--- src/hw/rtl/mtmc_pkg.sv ---
`timescale 1ns / 1ps

package mtmc_pkg;

    // Widths of the item fields and configuration registers.
    localparam int TS_W    = 64;
    localparam int DUR_W   = 32;
    localparam int SN_W    = 3;
    localparam int CIDX_W  = 2;

    // Register values after reset.
    localparam logic [TS_W-1:0]  OFFSET_RST      = '0;
    localparam logic [DUR_W-1:0] MAX_FRAME_RST   = 32'd5000000;
    localparam logic [DUR_W-1:0] DFLT_FRAME_RST  = 32'd33333;

    // Item operation codes.
    typedef enum logic
    {
        OP_PROCESS = 1'b0,
        OP_CLEAR   = 1'b1
    } op_t;

    // Configuration register indexes.
    typedef enum logic [CIDX_W-1:0]
    {
        CFG_OFFSET     = 2'd0,
        CFG_MAX_FRAME  = 2'd1,
        CFG_DFLT_FRAME = 2'd2
    } cfg_idx_t;

endpackage

--- src/hw/rtl/media_timestamp_monotonic_corrector_unit.sv ---
`timescale 1ns / 1ps

// Monotonic timestamp corrector. Each item carries a packet timestamp and a
// stream number; process items return one corrected timestamp (relative to a
// shared base time, plus offset_us), clear items return nothing and drop all
// timing history. The block takes one item every cycle while the output is
// not stalled: the accepting edge reads the stream's last stamp from a small
// synchronous memory into stage 1, stage 1 does the compare and repair and
// updates the base time and the memory (this loop is what sets the rate) and
// registers the result in stage 2, and the output register adds the offset.
// A write to the same stream by the item just ahead is forwarded, so
// back-to-back items on one stream are exact. Registers may be written only
// while no item is in flight.
module media_timestamp_monotonic_corrector_unit #(
    parameter int NUM_STREAMS = 8
) (
    input  logic                              clk,
    input  logic                              rst_n,
    // Input item channel.
    input  logic                              in_valid,
    output logic                              in_stall,
    input  logic                              opcode,
    input  logic signed [mtmc_pkg::TS_W-1:0]  timestamp_us,
    input  logic [mtmc_pkg::SN_W-1:0]         stream_number,
    input  logic                              equal_allowed,
    input  logic                              force_discontinuity,
    // Result item channel.
    output logic                              out_valid,
    input  logic                              out_stall,
    output logic signed [mtmc_pkg::TS_W-1:0]  corrected_us,
    // Configuration write channel.
    input  logic                              cfg_valid,
    output logic                              cfg_ready,
    input  logic [mtmc_pkg::CIDX_W-1:0]       cfg_index,
    input  logic [mtmc_pkg::TS_W-1:0]         cfg_data
);

    localparam int AW = (NUM_STREAMS > 1) ? $clog2(NUM_STREAMS) : 1;
    localparam int IW = (AW > mtmc_pkg::SN_W) ? AW : mtmc_pkg::SN_W;
    localparam logic [7:0] NS8 = 8'(NUM_STREAMS);
    localparam int TW = mtmc_pkg::TS_W;

    // Configuration registers.
    logic [TW-1:0]                  offset_reg;
    logic [mtmc_pkg::DUR_W-1:0]     max_frame_reg;
    logic [mtmc_pkg::DUR_W-1:0]     dflt_frame_reg;

    // Stage 1: item fields plus the memory read data.
    logic                  s1_valid_reg;
    mtmc_pkg::op_t         s1_op_reg;
    logic [TW-1:0]         s1_ts_reg;
    logic [AW-1:0]         s1_addr_reg;
    logic                  s1_inrange_reg;
    logic                  s1_primary_reg;
    logic                  s1_eq_reg;
    logic                  s1_force_reg;
    logic [TW-1:0]         rd_data_reg;

    // Stage 2 and output register.
    logic                  s2_valid_reg;
    logic [TW-1:0]         rel_reg;
    logic                  out_valid_reg;
    logic [TW-1:0]         corrected_reg;

    // Timing state.
    logic [TW-1:0]             base_reg;
    logic [TW-1:0]             base_next;
    logic                      base_known_reg;
    logic                      base_known_next;
    logic [NUM_STREAMS-1:0]    known_reg;
    logic [NUM_STREAMS-1:0]    known_next;
    logic [TW-1:0]             stamp_mem [NUM_STREAMS];

    // Last write into the stamp memory, for forwarding.
    logic                  fwd_valid_reg;
    logic [AW-1:0]         fwd_addr_reg;
    logic [TW-1:0]         fwd_data_reg;

    logic                  in_accept;
    logic [IW-1:0]         sn_ext;
    logic [AW-1:0]         in_addr;
    logic                  in_range;
    logic                  s1_adv;
    logic                  s1_fire;
    logic                  s1_proc_fire;
    logic                  s2_adv;
    logic                  out_load;
    logic                  mem_we;

    logic [TW-1:0]         base_eff;
    logic [TW-1:0]         last_val;
    logic                  has_hist;
    logic [TW-1:0]         rel_plain;
    logic signed [TW-1:0]  diff;
    logic                  disc;
    logic                  gap_hit;
    logic                  repair;
    logic                  rebase;
    logic [TW-1:0]         rel_fixed;
    logic [TW-1:0]         rel_val;
    logic [TW-1:0]         rebase_val;

    // Handshakes and pipeline advance.
    assign cfg_ready    = 1'b1;
    assign out_valid    = out_valid_reg;
    assign corrected_us = corrected_reg;
    assign out_load     = s2_valid_reg && (!out_valid_reg || !out_stall);
    assign s2_adv       = !s2_valid_reg || out_load;
    assign s1_adv       = !s1_valid_reg || (s1_op_reg == mtmc_pkg::OP_CLEAR) || s2_adv;
    assign s1_fire      = s1_valid_reg && s1_adv;
    assign s1_proc_fire = s1_fire && (s1_op_reg == mtmc_pkg::OP_PROCESS);
    assign in_stall     = !s1_adv;
    assign in_accept    = in_valid && !in_stall;

    // Stream number to memory address.
    assign sn_ext   = IW'(stream_number);
    assign in_addr  = sn_ext[AW-1:0];
    assign in_range = {5'd0, stream_number} < NS8;

    // Correction of one item against its stream's history.
    always_comb
    begin
        base_eff   = base_known_reg ? base_reg : s1_ts_reg;
        last_val   = (fwd_valid_reg && (fwd_addr_reg == s1_addr_reg)) ?
                     fwd_data_reg : rd_data_reg;
        has_hist   = s1_inrange_reg && known_reg[s1_addr_reg];
        rel_plain  = s1_ts_reg - base_eff;
        diff       = $signed(s1_ts_reg - base_eff - last_val);
        disc       = s1_eq_reg ? diff[TW-1] : (diff[TW-1] || (diff == '0));
        gap_hit    = diff >= $signed({{(TW - mtmc_pkg::DUR_W){1'b0}}, max_frame_reg});
        rebase     = disc || gap_hit || s1_force_reg;
        repair     = has_hist && (s1_primary_reg ? rebase : disc);
        rel_fixed  = last_val + {{(TW - mtmc_pkg::DUR_W){1'b0}}, dflt_frame_reg};
        rebase_val = s1_ts_reg - rel_fixed;
        rel_val    = repair ? rel_fixed : rel_plain;
        mem_we     = s1_proc_fire && s1_inrange_reg;
    end

    // Next values of the timing state.
    always_comb
    begin
        base_next       = base_reg;
        base_known_next = base_known_reg;
        known_next      = known_reg;
        if (s1_fire && (s1_op_reg == mtmc_pkg::OP_CLEAR))
        begin
            base_known_next = 1'b0;
            known_next      = '0;
        end
        else if (s1_proc_fire)
        begin
            base_known_next = 1'b1;
            base_next       = (repair && s1_primary_reg) ? rebase_val : base_eff;
            if (s1_inrange_reg)
            begin
                known_next[s1_addr_reg] = 1'b1;
            end
        end
    end

    // Configuration registers.
    always_ff @(posedge clk or negedge rst_n)
    begin
        if (!rst_n)
        begin
            offset_reg     <= mtmc_pkg::OFFSET_RST;
            max_frame_reg  <= mtmc_pkg::MAX_FRAME_RST;
            dflt_frame_reg <= mtmc_pkg::DFLT_FRAME_RST;
        end
        else if (cfg_valid && cfg_ready)
        begin
            case (mtmc_pkg::cfg_idx_t'(cfg_index))
                mtmc_pkg::CFG_OFFSET:     offset_reg     <= cfg_data;
                mtmc_pkg::CFG_MAX_FRAME:  max_frame_reg  <= cfg_data[mtmc_pkg::DUR_W-1:0];
                mtmc_pkg::CFG_DFLT_FRAME: dflt_frame_reg <= cfg_data[mtmc_pkg::DUR_W-1:0];
                default:                  ;
            endcase
        end
    end

    // Control state.
    always_ff @(posedge clk or negedge rst_n)
    begin
        if (!rst_n)
        begin
            s1_valid_reg   <= 1'b0;
            s2_valid_reg   <= 1'b0;
            out_valid_reg  <= 1'b0;
            base_known_reg <= 1'b0;
            known_reg      <= '0;
            fwd_valid_reg  <= 1'b0;
        end
        else
        begin
            if (s1_adv)
            begin
                s1_valid_reg <= in_accept;
            end
            if (s2_adv)
            begin
                s2_valid_reg <= s1_proc_fire;
            end
            if (out_load)
            begin
                out_valid_reg <= 1'b1;
            end
            else if (!out_stall)
            begin
                out_valid_reg <= 1'b0;
            end
            base_known_reg <= base_known_next;
            known_reg      <= known_next;
            if (mem_we)
            begin
                fwd_valid_reg <= 1'b1;
            end
        end
    end

    // Payload registers.
    always_ff @(posedge clk)
    begin
        if (in_accept)
        begin
            s1_op_reg      <= mtmc_pkg::op_t'(opcode);
            s1_ts_reg      <= timestamp_us;
            s1_addr_reg    <= in_addr;
            s1_inrange_reg <= in_range;
            s1_primary_reg <= (stream_number == '0);
            s1_eq_reg      <= equal_allowed;
            s1_force_reg   <= force_discontinuity;
        end
        if (s1_proc_fire)
        begin
            rel_reg  <= rel_val;
            base_reg <= base_next;
        end
        if (out_load)
        begin
            corrected_reg <= rel_reg + offset_reg;
        end
        if (mem_we)
        begin
            fwd_addr_reg <= s1_addr_reg;
            fwd_data_reg <= rel_val;
        end
    end

    // Last-stamp memory: one read port at accept, one write port in stage 1.
    always_ff @(posedge clk)
    begin
        if (in_accept)
        begin
            rd_data_reg <= stamp_mem[in_addr];
        end
        if (mem_we)
        begin
            stamp_mem[s1_addr_reg] <= rel_val;
        end
    end

`ifndef SYNTH
    // A clear item leaves no base time and no stream history behind.
    assert property (@(posedge clk) disable iff (!rst_n)
        (s1_fire && (s1_op_reg == mtmc_pkg::OP_CLEAR)) |=>
            (!base_known_reg && (known_reg == '0)))
        else $error("clear item did not drop timing state");

    // A process item always leaves a known base time.
    assert property (@(posedge clk) disable iff (!rst_n)
        s1_proc_fire |=> base_known_reg)
        else $error("base time not known after process item");

    // A stored stamp marks its stream as seen and is the forwarded entry.
    assert property (@(posedge clk) disable iff (!rst_n)
        mem_we |=> (known_reg[$past(s1_addr_reg)] && fwd_valid_reg
                    && (fwd_addr_reg == $past(s1_addr_reg))))
        else $error("stream write not recorded");

    // The input is held off only while stage 1 holds an item.
    assert property (@(posedge clk) disable iff (!rst_n)
        in_stall |-> s1_valid_reg)
        else $error("input stalled with empty stage 1");

    // A stage 2 item that cannot move keeps its value.
    assert property (@(posedge clk) disable iff (!rst_n)
        (s2_valid_reg && !s2_adv) |=> (s2_valid_reg && $stable(rel_reg)))
        else $error("stage 2 item lost while blocked");
`endif

endmodule
--- config.mk ---
export PLATFORM = sky130hd
export DESIGN_NAME = media_timestamp_monotonic_corrector_unit
export DESIGN_NICKNAME = d
export VERILOG_FILES = /design/src/hw/rtl/mtmc_pkg.sv /design/src/hw/rtl/media_timestamp_monotonic_corrector_unit.sv
export SDC_FILE = /design/constraint.sdc
export NUM_CORES = 2
export LEC_CHECK = 0
export ABC_AREA = 1
export BUFFER_PORTS_ARGS = -buffer_cell sky130_fd_sc_hd__buf_2
export CORE_UTILIZATION = 55
export DETAILED_ROUTE_END_ITERATION = 7
export PLACE_DENSITY = 0.72
export SLEW_MARGIN = 0
export SYNTH_ARGS = -nofsm -noshare
export SYNTH_HDL_FRONTEND = slang
export SYNTH_SLANG_ARGS = --single-unit
--- constraint.sdc ---
create_clock -name clk -period 21.3 [get_ports clk]
set_input_delay 3.195 -clock clk [delete_from_list [all_inputs] [get_ports clk]]
set_output_delay 3.195 -clock clk [all_outputs]
set_load 0.03 [all_outputs]
Word-level counts from Yosys, hierarchy flattened
Memory sizes are Yosys's and may differ from the RTL's. A register that Yosys moved wholly into a read port is not among the register bits.
Index checks and enable logic that the tools add are counted.

storage, ports and cells
  bits in registers = 407
  RAM bits = 512
  logic and storage cells = 82
  memories = 1

cells by class
  add/subtract/negate cells = 5
  $lt $le $gt $ge = 3
  equal/unequal tests = 4
  mux-type cells = 18
  bitwise logic cells = 3
  reduce and logical (&&, ||, !) cells = 29

memories
  memory     words  bits a word  read ports  clocked after Yosys merged registers in  write ports  RTL line                                        source
  stamp_mem  8      64           1           1                                        1            media_timestamp_monotonic_corrector_unit.sv:72  logic [TW-1:0] stamp_mem [NUM_STREAMS];

operator list
  cell                                                   number
  two-way mux 64 bit                                     4
  subtractor 64 bit                                      3
  adder 64 x 32 -> 64 bit                                1
  adder 64 bit                                           1
  >= comparator 64 x 33 -> 1 bit                         1
  zero test 64 bit                                       1
  two-way mux 8 bit                                      2
  two-way mux 1 bit                                      10
  logical AND 1 bit                                      9
  OR 8 bit                                               1
  AND reduction 2 bit                                    4
  logical OR 1 bit                                       7
  zero test 1 bit                                        5
  < comparator 3 x 4 -> 1 bit, second input constant     1
  binary-select mux 1 bit (select 3 bit)                 1
  demux 1 bit (select 3 bit)                             1
  == test 3 bit                                          1
  >= comparator 3 x 1 -> 1 bit, second input constant    1
  zero test 3 bit                                        1
  == test 2 x 1 -> 1 bit, second input constant          1
  == test 2 bit, second input constant                   1
  zero test 2 bit                                        1
  inequality test 2 x 1 -> 1 bit, second input constant  1
  inverter 1 bit                                         2
  nonzero test 2 bit                                     1

Depth between registers and ports, before layout
  depth in word-level cells = 13
  depth in mapped cells = 49

Least setup slack after synthesis
No wires, ideal clock.

  path kind = input to register
  from = input out_stall
  to = memory stamp_mem[3][0] (netlist name), enable pin
  setup time = 0.644 ns
  data arrival time = 9.681 ns
  path slack = 10.975 ns
  stages = 6
  path through = nand2_1 -> nor2_1 -> inv_1 -> nand2_1 -> clkbuf_1 -> nor4_1

between the ends
  longest elaborated chain between the ends = 9

ends and longest elaborated chain
  item                                     RTL line                                         source
  start: declaration                       media_timestamp_monotonic_corrector_unit.sv:29   input logic out_stall,
  zero test 1 bit                          --
  logical OR 1 bit                         media_timestamp_monotonic_corrector_unit.sv:107  assign out_load = s2_valid_reg && (!out_valid_reg || !out_stall);
  logical AND 1 bit                        media_timestamp_monotonic_corrector_unit.sv:107
  logical OR 1 bit                         media_timestamp_monotonic_corrector_unit.sv:108  assign s2_adv = !s2_valid_reg || out_load;
  logical OR 1 bit                         media_timestamp_monotonic_corrector_unit.sv:109  assign s1_adv = !s1_valid_reg || (s1_op_reg == mtmc_pkg::OP_CLEAR) || s2_adv;
  logical AND 1 bit                        media_timestamp_monotonic_corrector_unit.sv:110  assign s1_fire = s1_valid_reg && s1_adv;
  logical AND 1 bit                        media_timestamp_monotonic_corrector_unit.sv:111  assign s1_proc_fire = s1_fire && (s1_op_reg == mtmc_pkg::OP_PROCESS);
  two-way mux 1 bit                        media_timestamp_monotonic_corrector_unit.sv:256  if (mem_we)
  two-way mux 1 bit (not written as such)  media_timestamp_monotonic_corrector_unit.sv:258  stamp_mem[s1_addr_reg] <= rel_val;
  end: declaration                         media_timestamp_monotonic_corrector_unit.sv:72

No other way between the ends.

Final worst setup path
  from = register base_known_reg
  to = register fwd_data_reg[34] (data pin)

between the ends
  longest elaborated chain between the ends = 11
  elaborated cells on any way between the ends = 12
  those cells by class = add/sub: 2; order compare: 1; mux: 4; reduce/logical: 5

ends and longest elaborated chain
  item                                                                       RTL line                                                                                          source
  start: declaration                                                         media_timestamp_monotonic_corrector_unit.sv:68                                                    logic base_known_reg;
  start signal: assignment                                                   media_timestamp_monotonic_corrector_unit.sv:211                                                   base_known_reg <= base_known_next;
  two-way mux 64 bit (*)                                                     media_timestamp_monotonic_corrector_unit.sv:123                                                   base_eff = base_known_reg ? base_reg : s1_ts_reg;
  subtractor 64 bit (*)                                                      media_timestamp_monotonic_corrector_unit.sv:127, media_timestamp_monotonic_corrector_unit.sv:128
  parallel branches: the longest is 8 deep, another holds subtractor 64 bit  --
  two-way mux 64 bit (*)                                                     media_timestamp_monotonic_corrector_unit.sv:135                                                   rel_val = repair ? rel_fixed : rel_plain;
  net rel_val[34]                                                            media_timestamp_monotonic_corrector_unit.sv:100                                                   logic [TW-1:0] rel_val;
  end signal: assignment                                                     media_timestamp_monotonic_corrector_unit.sv:245                                                   fwd_data_reg <= rel_val;
  end: declaration                                                           media_timestamp_monotonic_corrector_unit.sv:77                                                    logic [TW-1:0] fwd_data_reg;

Mark *: on every way through the listed nets, which the timed path passes.
A chain may end at the register's enable or synchronous reset.

==> summary.md <==
| Metric | Value |
|---|---|
| Status | completed |
| Cell mode on critical path | nand2_1 |
| Die area | 110000 um2 |
| DRC viols | 0 |
| Total Wirelength | 213 mm |
| Biggest register | stamp_mem |
| Slowest CP cell | buf_4 |
| Total number of vias | approximately 52000 |
| Vias/cell | 5.94 |
| GRT Total Usage | 38.1% |
| Final period utilization | 51.1% |
| Clk slew on worst S/H paths | 0.06 ns |
| Fmax achieved | 0.0919 GHz |
| Synth top area share | between 40 and 50% |
| Final net count | 7719 |
| Detailed-placement wirelength estimate | approximately 160 mm |
| Postcts setup bufs | 0 |
| Critical Path AT | 11.34 ns |
| Post-synth EDFFs | 842 |
| Prevailing post-synth register cell | edfxtp_1 |
| Final hold vios | 0 |
| Die Ht | roughly 330 um |
| Synthesized instance count | approximately 7000 |
| Total number of yosys warnings | 0 |
| Post-synth cell types | 56 |
| Fin area | 65800 um2 |
| # Max-Cap Violations | 0 |
| Area after DPL | ~62000 um2 |
| Number of global-route vias before repair | 49200 |
| Power Dens Cells | about 120 nW/um2 |
| Fraction of layout instances using a drive strength above 1 | roughly 8.4% |
| Slew Viols, Final | 0 |
| Critical-path maximum fanout | 83 |
| Slowest stage delay, CP | 0.89 ns |
| Met2 Resource Use GR | 59.4% |
| Worst-Skew Late Latency | between 0.7 and 0.8 ns |
| Max Root-Sink Buffers | 3 |
| Root Buffer | clkbuf_16 |
| Final setup viols | 0 |
| Final WS setup | 10.42 ns |
| Clock Sinks | a little under 1000 |
| Part of the power in combinational logic | 44.0% |
| Worst-case vdd ir drop | 109 uV |
| First-pass GRT wire length | 311 mm |
| Clock skew | about 0.068 ns |
| Die X | 332 um |
| Sequential area share after synthesis | 48.3% |
| Layout area overhead | 10.1% |
| Global route hottest layer | met2 |
| Resized cells post-CTS | 0 |
| Met1 track demand over resource | 52.1% |
| DP Worst Slack | 10.72 ns |
| Largest net degree at the start of global routing | 166 |
| Type of the tightest min-delay check | register to register |
| Rows | 120 |
| Syn Nets | 7547 |
| Register share of total power | 32.4% |
| Synth area leaders | edfxtp_1 42%, nand2_1 9.1%, ha_1 6.6%, inv_1 6.1%, nor2_1 5.9% |
| Num CTS Buffers | 102 |
| Unrepaired setup endpoints after global routing | false |
| Max FFs per register | 512 |
| Initial DRC Count | 6225 |
| WHS | 0.490 ns |
| Nature of the critical path endpoint | register |
| Port Buffers | 206 |
| Initial antenna violation count | 25 |
| Min cycle time layout | roughly 11 ns |
| Syn Area/Cell | 8.43 um2 |
| Most numerous cell in the Yosys netlist | nand2_1 |
| Psw | ~3.4 mW |
| Internal power | ~4.5 mW |
| Drt first pass iters | 7 |
| Clock network power share | 23.6% |
| Number of I/O pins | 208 |
| Async SR Flop Fraction | 14.3% |
| Hold buffer count at CTS | 0 |
| Kind of critical path | register to register |
| Synth cell count leaders | 1446 x nand2_1, 969 x inv_1, 939 x nor2_1, 842 x edfxtp_1, 604 x o21ai_0 |
| Rel. slew slack | 6.65% |
| Slew @ Worst Pin | 1.39 ns |
| Post-layout util | ~60% |
| Congestion Overflow GR | 0 |
| Critical path startpoint category | register |
| Switch share | 43.0% |
| P_leak | 28.7 nW |
| CTS tree | yes |
| CP Data Required Time | 21.75 ns |
| Initial Util | 55.6% |
| Setup TNS | 0 ns |
| Core area | 107000 um2 |
| Cell taking the most area after synthesis | edfxtp_1 |
| Wire per inst | 24.4 um |
| Mapped Area | 59700 um2 |
| Met3 GRT Util | under 10% |
| H-tree levels | 3 |
| Antenna Nets Post-Route | 0 |
| GP Congestion | 1.07 |
| Synth Register Bits | 983 |
layout by cell type, fill, tap and decap left out, drive strengths merged, types with 2 or more instances in the layout:
cell type,Yosys,final
a21boi,11,11
clkbuf,134,128
o221ai,8,8
nor2,961,961
xor2,153,153
a21o,22,22
nor4,21,21
o211ai,16,16
a2111oi,2,2
inv,988,992
ha,316,316
and2,3,3
nor3,65,65
and3,4,4
a221oi,6,6
dfstp,14,14
a31oi,148,148
xnor2,109,109
or2,66,66
o31ai,4,4
diode,0,5
o21ai,693,693
buf,56,257
dfrtp,127,127
o22ai,66,66
nand3,181,181
edfxtp,842,842
a211oi,7,7
clkinv,0,51
bufinv,0,10
nand2,1451,1451
fa,5,5
nand4,107,107
nand3b,8,8
o2111ai,3,3
o21bai,28,28
o21a,23,23
a21oi,401,401
mux2,33,33
worst paths after layout:
kind,start,endpoint,cells after the start,slack (ns)
max reg2reg,base_known_reg,fwd_data_reg[34],42,10.42
min in group asynchronous,rst_n,offset_reg[62],1,2.34
min reg2reg,known_reg[2],known_reg[2],1,0.49
min,known_reg[2],known_reg[2],1,0.49
max in group asynchronous,rst_n,s1_valid_reg,3,16.95
max,base_known_reg,fwd_data_reg[34],42,10.42
kinds of logic after synthesis:
family	share of synthesized area [%]
AO/OA/AOI/OAI	13.2
XOR/XNOR	3.84
adder cells (fa/ha/maj)	6.79
buffers and inverters	7.62
flip-flops	48.3
multiplexers	0.622
other	0.00628
AND/OR/NAND/NOR	19.7
stage by stage:
stage,instances,total power [mW]
after global placement,8556,5.92
after global routing,8752,8.28
after CTS,8749,7.80
final,8754,7.90
after detailed placement,8556,5.95
after floorplan,7085,4.79
cell type report:
class	count	area, um2
antenna	5	12.5
clock inverter	66	757
fill	9334	41600
timing repair buffer	258	1460
sequential	983	28800
tap	1403	1760
inverter	988	3730
clock buffer	127	2760
multi-input combinational	4924	26500
layer usage:
layer	vias up	share of wire (%)
met5	-	0.073
met4	24	4.3
met3	460	11
met2	2812	44
met1	24600	40
li1	24200	-
power by group through the flow:
stage | sequential, mW | combinational, mW | clock (mW)
final | 2.56 | 3.48 | 1.86
after global routing | 2.57 | 3.76 | 1.94
after CTS | 2.56 | 3.37 | 1.87
after detailed placement | 2.60 | 3.35 | 0
after global placement | 2.60 | 3.33 | 0
after floorplan | 2.61 | 2.18 | 0
worst max-delay path: cells and delay by family (launching register included):
| family | cells | cell delay (ns) |
|---|---|---|
| xor gates and xnor gates | 2 | 1.05 |
| DFF | 1 | 0.39 |
| and+or+nand+nor | 18 | 2.84 |
| AOI/OAI and AO/OA | 11 | 3.18 |
| adders and majority gates | 3 | 1.02 |
| buffers and inverters | 8 | 1.98 |
Power figures use the tool's default switching activity.
